### src/rtl/slps_pkg.sv
// Types, codes and constants of the status LED pattern sequencer.
// Used by every module of the block; depends on nothing.
package slps_pkg;

   typedef enum logic [1:0] {
      PHASE_STATUS = 2'd0,
      PHASE_ID     = 2'd1,
      PHASE_LINK   = 2'd2
   } phase_type;

   typedef enum logic [1:0] {
      ST_NO_TIME    = 2'd0,
      ST_CLOCK_ONLY = 2'd1,
      ST_NETWORK    = 2'd2,
      ST_OSC_BAD    = 2'd3
   } status_type;

   localparam logic [1:0] MODE_STATUS = 2'd0;
   localparam logic [1:0] MODE_ID     = 2'd1;
   localparam logic [1:0] MODE_LINK   = 2'd2;

   localparam logic [1:0] SRC_CLOCK_ONLY = 2'd1;
   localparam logic [1:0] SRC_NETWORK    = 2'd2;

   localparam logic CSR_DEVICE_MAC = 1'b0;
   localparam logic CSR_LED_ENABLE = 1'b1;

   localparam int MAC_WIDTH = 48;
   localparam int MAC_NIBBLES = MAC_WIDTH / 4;

   localparam logic [7:0] LEVEL_RED   = 8'd40;
   localparam logic [7:0] LEVEL_GREEN = 8'd40;
   localparam logic [7:0] LEVEL_AMBER = 8'd20;
   localparam logic [7:0] LEVEL_BLUE  = 8'd60;

   localparam logic [4:0] ID_ON_TICKS     = 5'd3;
   localparam logic [4:0] ID_FLASH_LAST   = 5'd6;
   localparam logic [4:0] ID_PAUSE_LAST   = 5'd19;
   localparam logic [4:0] ZERO_ON_TICKS   = 5'd10;
   localparam logic [4:0] ZERO_LAST       = 5'd19;
   localparam logic [4:0] LINK_LAST       = 5'd11;

   typedef struct packed {
      logic [7:0] red_level;
      logic [7:0] green_level;
      logic [7:0] blue_level;
      logic [1:0] show_mode;
   } rsp_payload_type;

   // Lowest nibble of the MAC below ten, or zero when there is none.
   function automatic logic [3:0] id_count(input logic [MAC_WIDTH-1:0] mac);
      logic [3:0] n;
      logic [3:0] nib;
      n = 4'd0;
      for (int i = MAC_NIBBLES - 1; i >= 0; i--) begin
         nib = mac[4*i +: 4];
         if (nib < 4'd10) begin
            n = nib;
         end
      end
      return n;
   endfunction

   function automatic logic mod6_zero(input logic [4:0] s);
      logic z;
      case (s)
         5'd0, 5'd6, 5'd12, 5'd18, 5'd24, 5'd30: z = 1'b1;
         default: z = 1'b0;
      endcase
      return z;
   endfunction

endpackage

### src/rtl/slps_req_if.sv
// Request channel of the status LED pattern sequencer: valid, ready and one tick.
// Standalone; no package needed.
interface slps_req_if;
   logic       valid;
   logic       ready;
   logic       osc_stopped;
   logic [1:0] time_source;
   logic       link_up;

   modport source (output valid, osc_stopped, time_source, link_up, input ready);
   modport sink (input valid, osc_stopped, time_source, link_up, output ready);
endinterface

### src/rtl/slps_rsp_if.sv
// Result channel of the status LED pattern sequencer: valid, ready and one colour.
// Standalone; no package needed.
interface slps_rsp_if;
   logic       valid;
   logic       ready;
   logic [7:0] red_level;
   logic [7:0] green_level;
   logic [7:0] blue_level;
   logic [1:0] show_mode;

   modport source (output valid, red_level, green_level, blue_level, show_mode,
                   input ready);
   modport sink (input valid, red_level, green_level, blue_level, show_mode,
                 output ready);
endinterface

### src/rtl/status_led_pattern_sequencer_top.sv
// Status LED pattern sequencer: one request per 50 ms tick, one colour per request.
// The result of an accepted request is registered in the output buffer; one request
// is taken every cycle while the skid register of the output buffer is empty.
// A two-entry output buffer keeps requests flowing while a result waits.
// Synchronous reset puts the sequencer at the start of the identifier burst and
// clears the configuration registers to zero.
module status_led_pattern_sequencer_top
   import slps_pkg::*;
#(
   parameter int STEP_TICKS      = 10,
   parameter int ID_PERIOD_STEPS = 24
) (
   input  logic                 clock,
   input  logic                 reset,
   slps_req_if.sink             req_if,
   slps_rsp_if.source           rsp_if,
   input  logic                 csr_we,
   input  logic                 csr_index,
   input  logic [MAC_WIDTH-1:0] csr_wdata
);

   logic            led_enable;
   logic [3:0]      id_count_val;
   logic            accept;
   rsp_payload_type core_result;
   rsp_payload_type out_data;

   assign accept = req_if.valid && req_if.ready;

   slps_csr u_csr (
      .clock        (clock),
      .reset        (reset),
      .csr_we       (csr_we),
      .csr_index    (csr_index),
      .csr_wdata    (csr_wdata),
      .id_count_out (id_count_val),
      .led_enable   (led_enable)
   );

   slps_core #(
      .STEP_TICKS      (STEP_TICKS),
      .ID_PERIOD_STEPS (ID_PERIOD_STEPS)
   ) u_core (
      .clock       (clock),
      .reset       (reset),
      .led_enable  (led_enable),
      .id_count_in (id_count_val),
      .accept      (accept),
      .osc_stopped (req_if.osc_stopped),
      .time_source (req_if.time_source),
      .link_up     (req_if.link_up),
      .result      (core_result)
   );

   slps_out_buf u_out_buf (
      .clock     (clock),
      .reset     (reset),
      .in_valid  (req_if.valid),
      .in_ready  (req_if.ready),
      .in_data   (core_result),
      .out_valid (rsp_if.valid),
      .out_ready (rsp_if.ready),
      .out_data  (out_data)
   );

   assign rsp_if.red_level   = out_data.red_level;
   assign rsp_if.green_level = out_data.green_level;
   assign rsp_if.blue_level  = out_data.blue_level;
   assign rsp_if.show_mode   = out_data.show_mode;

endmodule

### src/rtl/slps_csr.sv
// Configuration registers: keeps the identifier flash count and the enable.
// Depends on slps_pkg.
module slps_csr
   import slps_pkg::*;
(
   input  logic                 clock,
   input  logic                 reset,
   input  logic                 csr_we,
   input  logic                 csr_index,
   input  logic [MAC_WIDTH-1:0] csr_wdata,
   output logic [3:0]           id_count_out,
   output logic                 led_enable
);

   logic [3:0] id_count_ff;
   logic [3:0] id_count_in;
   logic       enable_ff;
   logic       enable_in;

   always_comb begin
      id_count_in = id_count_ff;
      enable_in   = enable_ff;
      if (csr_we) begin
         unique case (csr_index)
            CSR_DEVICE_MAC: id_count_in = id_count(csr_wdata);
            CSR_LED_ENABLE: enable_in = csr_wdata[0];
            default: ;
         endcase
      end
   end

   always_ff @(posedge clock) begin
      if (reset) begin
         id_count_ff <= 4'd0;
         enable_ff   <= 1'b0;
      end else begin
         id_count_ff <= id_count_in;
         enable_ff   <= enable_in;
      end
   end

   assign id_count_out = id_count_ff;
   assign led_enable   = enable_ff;

endmodule

### src/rtl/slps_core.sv
// Sequencer state and the per-tick colour decision for one request.
// Depends on slps_pkg.
module slps_core
   import slps_pkg::*;
#(
   parameter int STEP_TICKS      = 10,
   parameter int ID_PERIOD_STEPS = 24
) (
   input  logic            clock,
   input  logic            reset,
   input  logic            led_enable,
   input  logic [3:0]      id_count_in,
   input  logic            accept,
   input  logic            osc_stopped,
   input  logic [1:0]      time_source,
   input  logic            link_up,
   output rsp_payload_type result
);

   localparam logic [4:0] STEP_LAST   = 5'(STEP_TICKS - 1);
   localparam logic [4:0] PERIOD_LAST = 5'(ID_PERIOD_STEPS);

   phase_type  phase_ff, phase_in;
   logic [4:0] ticks_ff, ticks_in;
   logic [3:0] flash_ff, flash_in;
   logic [4:0] step_ff, step_in;
   logic       link_was_ff, link_was_in;
   status_type held_ff, held_in;

   logic       tick_zero;
   logic       link_edge;
   status_type sampled;
   status_type held_sel;
   logic [4:0] step_inc;

   assign tick_zero = (ticks_ff == 5'd0);
   assign link_edge = tick_zero && link_up && !link_was_ff;
   assign step_inc  = step_ff + 5'd1;
   assign held_sel  = tick_zero ? sampled : held_ff;

   always_comb begin
      if (osc_stopped) begin
         sampled = ST_OSC_BAD;
      end else if (time_source == SRC_NETWORK) begin
         sampled = ST_NETWORK;
      end else if (time_source == SRC_CLOCK_ONLY) begin
         sampled = ST_CLOCK_ONLY;
      end else begin
         sampled = ST_NO_TIME;
      end
   end

   always_comb begin
      phase_in    = phase_ff;
      ticks_in    = ticks_ff;
      flash_in    = flash_ff;
      step_in     = step_ff;
      link_was_in = link_was_ff;
      held_in     = held_ff;
      if (!led_enable) begin
         phase_in    = PHASE_ID;
         ticks_in    = 5'd0;
         flash_in    = 4'd0;
         step_in     = 5'd0;
         link_was_in = 1'b0;
         held_in     = ST_NO_TIME;
      end else begin
         unique case (phase_ff)
            PHASE_ID: begin
               if (id_count_in == 4'd0) begin
                  if (ticks_ff >= ZERO_LAST) begin
                     phase_in = PHASE_STATUS;
                     ticks_in = 5'd0;
                     flash_in = 4'd0;
                  end else begin
                     ticks_in = ticks_ff + 5'd1;
                  end
               end else if (flash_ff < id_count_in) begin
                  if (ticks_ff >= ID_FLASH_LAST) begin
                     flash_in = flash_ff + 4'd1;
                     ticks_in = 5'd0;
                  end else begin
                     ticks_in = ticks_ff + 5'd1;
                  end
               end else begin
                  if (ticks_ff >= ID_PAUSE_LAST) begin
                     phase_in = PHASE_STATUS;
                     ticks_in = 5'd0;
                     flash_in = 4'd0;
                  end else begin
                     ticks_in = ticks_ff + 5'd1;
                  end
               end
            end
            PHASE_LINK: begin
               if (ticks_ff >= LINK_LAST) begin
                  phase_in = PHASE_STATUS;
                  ticks_in = 5'd0;
               end else begin
                  ticks_in = ticks_ff + 5'd1;
               end
            end
            default: begin
               phase_in = PHASE_STATUS;
               if (tick_zero) begin
                  held_in = sampled;
                  link_was_in = link_up;
               end
               if (link_edge) begin
                  step_in  = 5'd0;
                  phase_in = PHASE_LINK;
                  ticks_in = 5'd1;
               end else if (ticks_ff >= STEP_LAST) begin
                  ticks_in = 5'd0;
                  if (step_inc >= PERIOD_LAST) begin
                     step_in  = 5'd0;
                     phase_in = PHASE_ID;
                     flash_in = 4'd0;
                  end else begin
                     step_in = step_inc;
                  end
               end else begin
                  ticks_in = ticks_ff + 5'd1;
               end
            end
         endcase
      end
   end

   always_comb begin
      result = '0;
      if (led_enable) begin
         unique case (phase_ff)
            PHASE_ID: begin
               result.show_mode = MODE_ID;
               if (id_count_in == 4'd0) begin
                  if (ticks_ff < ZERO_ON_TICKS) begin
                     result.blue_level = LEVEL_BLUE;
                  end
               end else if (flash_ff < id_count_in && ticks_ff < ID_ON_TICKS) begin
                  result.blue_level = LEVEL_BLUE;
               end
            end
            PHASE_LINK: begin
               result.show_mode = MODE_LINK;
               if (!ticks_ff[1]) begin
                  result.blue_level = LEVEL_BLUE;
               end
            end
            default: begin
               if (link_edge) begin
                  result.show_mode  = MODE_LINK;
                  result.blue_level = LEVEL_BLUE;
               end else begin
                  result.show_mode = MODE_STATUS;
                  case (held_sel)
                     ST_OSC_BAD: begin
                        if (step_ff[0]) begin
                           result.red_level = LEVEL_RED;
                        end
                     end
                     ST_NETWORK: begin
                        if (mod6_zero(step_ff)) begin
                           result.green_level = LEVEL_GREEN;
                        end
                     end
                     ST_CLOCK_ONLY: begin
                        if (step_ff[1:0] != 2'd3) begin
                           result.red_level   = LEVEL_RED;
                           result.green_level = LEVEL_AMBER;
                        end
                     end
                     default: result.red_level = LEVEL_RED;
                  endcase
               end
            end
         endcase
      end
   end

   always_ff @(posedge clock) begin
      if (reset) begin
         phase_ff    <= PHASE_ID;
         ticks_ff    <= 5'd0;
         flash_ff    <= 4'd0;
         step_ff     <= 5'd0;
         link_was_ff <= 1'b0;
         held_ff     <= ST_NO_TIME;
      end else if (accept) begin
         phase_ff    <= phase_in;
         ticks_ff    <= ticks_in;
         flash_ff    <= flash_in;
         step_ff     <= step_in;
         link_was_ff <= link_was_in;
         held_ff     <= held_in;
      end
   end

endmodule

### src/rtl/slps_out_buf.sv
// Two-entry result buffer: an output register with a skid register behind it.
// Depends on slps_pkg.
module slps_out_buf
   import slps_pkg::*;
(
   input  logic            clock,
   input  logic            reset,
   input  logic            in_valid,
   output logic            in_ready,
   input  rsp_payload_type in_data,
   output logic            out_valid,
   input  logic            out_ready,
   output rsp_payload_type out_data
);

   logic            main_valid_ff, main_valid_in;
   logic            skid_valid_ff, skid_valid_in;
   rsp_payload_type main_ff, main_in;
   rsp_payload_type skid_ff, skid_in;
   logic            push;

   assign in_ready = !skid_valid_ff;
   assign push     = in_valid && in_ready;

   always_comb begin
      main_valid_in = main_valid_ff;
      skid_valid_in = skid_valid_ff;
      main_in       = main_ff;
      skid_in       = skid_ff;
      if (!main_valid_ff || out_ready) begin
         if (skid_valid_ff) begin
            main_in       = skid_ff;
            main_valid_in = 1'b1;
            skid_valid_in = 1'b0;
         end else begin
            main_in       = in_data;
            main_valid_in = push;
         end
      end else if (push) begin
         skid_in       = in_data;
         skid_valid_in = 1'b1;
      end
   end

   always_ff @(posedge clock) begin
      if (reset) begin
         main_valid_ff <= 1'b0;
         skid_valid_ff <= 1'b0;
      end else begin
         main_valid_ff <= main_valid_in;
         skid_valid_ff <= skid_valid_in;
      end
   end

   always_ff @(posedge clock) begin
      main_ff <= main_in;
      skid_ff <= skid_in;
   end

   assign out_valid = main_valid_ff;
   assign out_data  = main_ff;

endmodule

### src/flat_wrapper.sv
// flat-port wrapper written by rule: the top's interface ports become plain ports
module status_led_pattern_sequencer_top_flat import slps_pkg::*;
#(
   parameter int STEP_TICKS      = 10,
   parameter int ID_PERIOD_STEPS = 24
)
  (clock, reset, csr_we, csr_index, csr_wdata, req_if_valid, req_if_osc_stopped, req_if_time_source, req_if_link_up, req_if_ready, rsp_if_valid, rsp_if_red_level, rsp_if_green_level, rsp_if_blue_level, rsp_if_show_mode, rsp_if_ready);
  slps_req_if req_if_i ();
  slps_rsp_if rsp_if_i ();
  input  logic clock;
  input  logic reset;
  input  logic csr_we;
  input  logic csr_index;
  input  logic [MAC_WIDTH-1:0] csr_wdata;
  input wire logic [$bits(req_if_i.valid)-1:0] req_if_valid;
  input wire logic [$bits(req_if_i.osc_stopped)-1:0] req_if_osc_stopped;
  input wire logic [$bits(req_if_i.time_source)-1:0] req_if_time_source;
  input wire logic [$bits(req_if_i.link_up)-1:0] req_if_link_up;
  output wire logic [$bits(req_if_i.ready)-1:0] req_if_ready;
  output wire logic [$bits(rsp_if_i.valid)-1:0] rsp_if_valid;
  output wire logic [$bits(rsp_if_i.red_level)-1:0] rsp_if_red_level;
  output wire logic [$bits(rsp_if_i.green_level)-1:0] rsp_if_green_level;
  output wire logic [$bits(rsp_if_i.blue_level)-1:0] rsp_if_blue_level;
  output wire logic [$bits(rsp_if_i.show_mode)-1:0] rsp_if_show_mode;
  input wire logic [$bits(rsp_if_i.ready)-1:0] rsp_if_ready;
  assign req_if_i.valid = req_if_valid;
  assign req_if_i.osc_stopped = req_if_osc_stopped;
  assign req_if_i.time_source = req_if_time_source;
  assign req_if_i.link_up = req_if_link_up;
  assign req_if_ready = req_if_i.ready;
  assign rsp_if_valid = rsp_if_i.valid;
  assign rsp_if_red_level = rsp_if_i.red_level;
  assign rsp_if_green_level = rsp_if_i.green_level;
  assign rsp_if_blue_level = rsp_if_i.blue_level;
  assign rsp_if_show_mode = rsp_if_i.show_mode;
  assign rsp_if_i.ready = rsp_if_ready;
  status_led_pattern_sequencer_top #(.STEP_TICKS(STEP_TICKS), .ID_PERIOD_STEPS(ID_PERIOD_STEPS)) u_core (.clock(clock), .reset(reset), .req_if(req_if_i), .rsp_if(rsp_if_i), .csr_we(csr_we), .csr_index(csr_index), .csr_wdata(csr_wdata));
endmodule
### config.mk
export PLATFORM = sky130hd
export DESIGN_NAME = status_led_pattern_sequencer_top_flat
export DESIGN_NICKNAME = d
export VERILOG_FILES = /design/src/rtl/slps_pkg.sv /design/src/rtl/slps_req_if.sv /design/src/rtl/slps_rsp_if.sv /design/src/rtl/status_led_pattern_sequencer_top.sv /design/src/rtl/slps_csr.sv /design/src/rtl/slps_core.sv /design/src/rtl/slps_out_buf.sv /design/src/flat_wrapper.sv
export SDC_FILE = /design/constraint.sdc
export NUM_CORES = 1
export LEC_CHECK = 0
export BUFFER_PORTS_ARGS = -buffer_cell sky130_fd_sc_hd__buf_2
export CORE_ASPECT_RATIO = 1.75
export CORE_MARGIN = 8
export CORE_UTILIZATION = 53
export CTS_CLUSTER_DIAMETER = 100
export DETAILED_ROUTE_END_ITERATION = 8
export GPL_TIMING_DRIVEN = 0
export PLACE_DENSITY_LB_ADDON = 0.12
export SKIP_LAST_GASP = 1
export SLEW_MARGIN = 40
export SYNTH_ARGS = -nofsm -noshare
export SYNTH_HDL_FRONTEND = slang
export SYNTH_SLANG_ARGS = --single-unit
### constraint.sdc
create_clock -name clock -period 3.25 [get_ports clock]
set_clock_uncertainty 0.05 [all_clocks]
set_input_delay 0 -clock clock [delete_from_list [all_inputs] [get_ports clock]]
set_output_delay 0 -clock clock [all_outputs]
set_load 0.005 [all_outputs]
== Yosys cells after proc, flatten, opt, wreduce, memory -nomap -nowiden ==
Cells that the tools add are included.
Word-level totals
  input port bits: 58
  word-level logic and storage cells: 163
  bits in registers: 78
Operators by class
  equal/unequal tests: 23
  bitwise logic cells: 2
  $add $sub $neg: 3
  order comparisons: 20
  reductions and logical operators: 22
  multiplexer cells: 75
Operators by type and width (number)
  $mux 4: 20
  $mux 5: 13
  $mux 26: 2
  $lt 4x4->1 const B: 12
  $mux 6: 6
  $mux 16: 2
  $mux 2: 12
  $pmux 10 s2: 1
  $pmux 6 s3: 1
  $pmux 8 s2: 1
  $eq 5x5->1 const B: 3
  $ne 3x3->1 const B: 5
  $mux 14: 1
  $mux 1: 12
  $add 5x1->5 const B: 2
  $ge 5x4->1 const B: 2
  $ge 5x5->1 const B: 2
  $logic_not 5->1: 2
  $pmux 5 s2: 1
  $reduce_and 3->1: 3
  $eq 2x2->1 const B: 4
  $mux 8: 1
  $ne 2x2->1 const B: 4
  $pmux 4 s2: 1
  20 further kinds: 32

== Logic depth before layout (Yosys ltp) ==
  depth after elaboration: 16
  gate-level depth with buffers: 10
  mapped depth without buffers: 10

== By module ==
From an unflattened synthesis, not the netlist that was laid out.
Unflattened totals
  cells, all modules: 455
  area total of the unflattened synthesis: 4580.6 um^2
By module, submodules not included
  slps_out_buf: area each 1979.4 um^2, cells an instance 89, times used 1
  slps_core: area each 1794.2 um^2, cells an instance 236, times used 1
  slps_csr: area each 800.8 um^2, cells an instance 129, times used 1
  status_led_pattern_sequencer_top: area each 6.3 um^2, cells an instance 1, times used 1

== Worst setup path after synthesis ==
OpenSTA, ideal clock, no wires.
  path kind: register to register
  start: register u_core.u_csr.id_count_ff[3], in the netlist u_core.u_csr.id_count_out[3]
  end: register u_core.u_core.flash_ff[1]
  slack: 0.982 ns
  cell stages (with the launch flop): 9
  data required time: 3.129 ns
  data arrival time: 2.147 ns
  library setup time: 0.071 ns
  buffers on the path: 0
  cell sequence: dfxtp_1 > inv_1 > ha_1 > o21ai_0 > o21ai_0 > nor2_1 > o311a_2 > or4_1 > a21oi_1
On the way
  word-level cells in the longest chain between the ends: 5
RTL lines
  start: declaration: line slps_csr.sv:15  | logic [3:0] id_count_ff;
  start signal: assignment: line slps_csr.sv:37  | id_count_ff <= id_count_in;
  $lt 4x4->1: line slps_core.sv:78  | end else if (flash_ff < id_count_in) begin
  $mux 4: line slps_core.sv:78
  $mux 4: line slps_core.sv:70  | if (id_count_in == 4'd0) begin
  $pmux 4 s2: line slps_core.sv:68  | unique case (phase_ff)
  $mux 4: line slps_core.sv:60  | if (!led_enable) begin
  end signal: assignment: line slps_core.sv:192  | flash_ff <= flash_in;
  end: declaration: line slps_core.sv:25  | logic [3:0] flash_ff, flash_in;
Parallel ways exist; a longest one is shown, timed or not.
A chain may end at the register's enable or synchronous reset.

==> metrics.md <==
| Metric | Value |
|---|---|
| Total grt overflow | 0 |
| WS Path Type | reg -> reg |
| Die ar. | 0.00869 sq mm |
| Overall Global Routing Usage | 19.0% |
| Clock Sink Count | 38 |
| Tightest Pin Transition | 0.647 ns |
| Slew HR | 56.4% |
| Met3 WL | 369 microns |
| Post-Route WL | 8290 microns |
| Warnings from Yosys | 0 |
| Post-Syn Area per Cell | 7.72 sq um |
| DRT antenna net count | 0 |
| Sequential area share after synthesis | 28.3% |
| Worst Path Arrival | 2.62 ns |
| PD cells | 303 mW/mm^2 |
| Initial core utilization | 53.9% |
| Register clock-pin slew on the reported worst setup and hold paths | 0.08 ns |
| Critical Path End Type | register |
| Iteration-0 DRC Markers | 122 |
| Outcome | finished, final reports clean |
| Leak Pwr | 1.69 nW |
| VDD IR max | 0.167 mV |
| Area growth, synth to finish | 21.3% |
| 1st-pass router iterations | 4 |
| Most common cell after layout, fill and taps aside | buf_2 |
| Core Rows | 37 |
| Commonest non-fill, non-tap cells in the layout | 72 x buf_2, 47 x nor2_1, 45 x a21oi_1 |
| Final Hold Fails | 0 |
| CTS tree | done |
| # Post-CTS Setup Buffers | 0 |
| Final min period | 2.62 ns |
| Number of cells produced by synthesis | 404 |
| Final setup viols | 0 |
| Final slew viol count | 0 |
| Unique masters post-synth | 66 |
| RSZ-0062 raised after global routing | false |
| First-pass GRT wire length | 13500 microns |
| Vias in the first global route | 3255 |
| Ys async rst share | 0% |
| Clock latency at the later pin of the worst-skew pair | 0.30 ns |
| CP required | 3.25 ns |
| Routability congestion estimate | 0.902 |
| Antenna violations before repair | 0 |
| Port buffer count | 70 |
| Ports | 86 |
| H-tree depth | 2 |
| Fin crit share | 80.7% |
| Largest net degree at the start of global routing | 13 |
| Crit-path max FO | 9 |
| Post-synth EDFFs | 12 |
| Final setup TNS | 0 ns |
| DRT met1 WL | 2980 microns |
| Synth Cell Area | 0.00312 sq mm |
| Clock root buffer | clkbuf_8 |
| Routed vias/inst | 5.57 |
| Post-DP HPWL | 6830 microns |
| Hold slack | 0.0163 ns |
| Worst hold path type | in -> reg |
| Wire per inst | 14.3 microns |
| Seq cells post-synth | 38 |
| Fin util | 65.4% |
| Remaining DRCs | 0 |
| Die Height | 117 microns |
| Final nets | 576 |
| Die width | 74.0 microns |
| Via count | 3224 |
| Top_reg_cell synth | dfxtp_1 |
| FMAX | 0.381 GHz |
| DR top layer | met4 |
| Clock buffer depth | 2 |
| CTS Buf Count | 5 |
| Fraction of layout cells with a size suffix above 1 | 23.6% |
| Placeable Area | 0.00579 sq mm |
| Max cap viols | 0 |
| Crit start category | register |
| Wire length on met2 | 4680 microns |
| N_diodes | 0 |
## state kept, by name, indices dropped and copies added, names as in the netlist
signal and cells:
u_core.u_csr.led_enable 1, u_core.u_csr.id_count_out 4, u_core.u_core.phase_ff 2, u_core.u_core.ticks_ff 5, u_core.u_core.flash_ff 4, u_core.u_core.link_was_ff 1, u_core.u_out_buf.skid_valid_ff 1, u_core.u_core.held_ff 2
u_core.u_out_buf.out_data 6, u_core.u_out_buf.skid_ff 6, u_core.u_core.step_ff 5, u_core.u_out_buf.out_valid 1
## where the power goes
group	switching, mW	internal (mW)	total (mW)
Combinational	0.131	0.109	0.240
Clock	0.175	0.226	0.400
Sequential	0.00780	0.498	0.506
## critical path: stages, from the launching register on
cell	delay [ns]
dfxtp_1	0.38
inv_1	0.15
ha_1	0.16
nor4b_4	0.39
nor2_1	0.07
a21oi_1	0.32
inv_1	0.12
ha_1	0.21
a21oi_1	0.15
a21oi_1	0.11
mux2_2	0.27
## what timing repair did
item / CTS / global route
setup endpoints to repair: 0 / 0
hold buffers: 6 / 0
endpoints found under the hold margin: 5 / 0
resized for setup: 0 / 0
## worst paths after layout
| check | start | endpoint | slack [ns] | cells after the start |
|---|---|---|---|---|
| hold reg to reg | u_core.u_core.held_ff[0]$_SDFFE_PP0P_ | u_core.u_core.held_ff[0]$_SDFFE_PP0P_ | 0.46 | 2 |
| hold / removal | csr_wdata[13] | u_core.u_csr.id_count_out[1]$_SDFFE_PP0P_ | 0.02 | 3 |
| setup reg to reg | u_core.u_core.ticks_ff[1]$_SDFFE_PP0P_ | u_core.u_out_buf.out_data[21]$_DFFE_PP_ | 0.63 | 10 |
| setup / recovery | u_core.u_core.ticks_ff[1]$_SDFFE_PP0P_ | u_core.u_out_buf.out_data[21]$_DFFE_PP_ | 0.63 | 10 |
## through the flow
| step | std cells | setup WS (ns) | area, sq um | power (mW) |
|---|---|---|---|---|
| finish | 579 | 0.629 | 3780 | 1.15 |
| global route | 579 | 0.478 | 3780 | 1.20 |
| CTS | 579 | 0.639 | 3780 | 1.15 |
| detailed placement | 565 | 0.656 | 3610 | 0.749 |
| global placement | 565 | 0.710 | 3610 | 0.743 |
| floorplan | 417 | 0.982 | 3170 | 0.657 |
## kinds of logic after synthesis
logic type | after synthesis | share of synthesized area [%]
compound gates | 144 | 28.8
xor+xnor | 1 | 0.281
fa+ha+maj | 18 | 7.22
buf+inv | 63 | 10.7
flops | 38 | 28.3
mux | 6 | 2.13
other cells | 1 | 0.120
simple gates | 133 | 22.5
## per-layer routing
| metal | global-route usage [%] | vias to the layer above |
|---|---|---|
| met5 | 0 | - |
| met4 | 11.0 | 0 |
| met3 | 2.39 | 18 |
| met2 | 37.4 | 89 |
| met1 | 16.7 | 1484 |
| li1 | - | 1633 |
## synthesized netlist by cell type (3+ instances only)
| library cell | n | area, sq um |
|---|---|---|
| o22ai_1 | 5 | 31.3 |
| dfxtp_1 | 26 | 521 |
| buf_4 | 21 | 158 |
| a22oi_1 | 6 | 45.0 |
| a211oi_1 | 6 | 45.0 |
| nor2_1 | 47 | 176 |
| or4_1 | 5 | 37.5 |
| o211ai_1 | 4 | 30.0 |
| and2_1 | 3 | 18.8 |
| edfxtp_1 | 12 | 360 |
| or3_1 | 3 | 18.8 |
| nand3_1 | 10 | 50.1 |
| mux2_2 | 5 | 56.3 |
| nor3_1 | 6 | 30.0 |
| nand2_1 | 24 | 90.1 |
| nand2b_1 | 11 | 68.8 |
| a21oi_1 | 45 | 225 |
| a21o_1 | 5 | 37.5 |
| o31ai_1 | 3 | 22.5 |
| a22o_1 | 3 | 26.3 |
| nor2b_1 | 5 | 31.3 |
| inv_1 | 26 | 97.6 |
| clkbuf_1 | 8 | 30.0 |
| o21ai_0 | 41 | 205 |
| ha_1 | 18 | 225 |
## cell type report
cell class	count	area, sq um
fill	559	2000
multi-input combinational	316	1950
sequential	38	881
timing repair buffer	76	410
buffer	36	233
inverter	27	101
tap	78	97.6
clock buffer	5	68.8
clock inverter	3	40.0
Power figures use the tool's default switching activity.
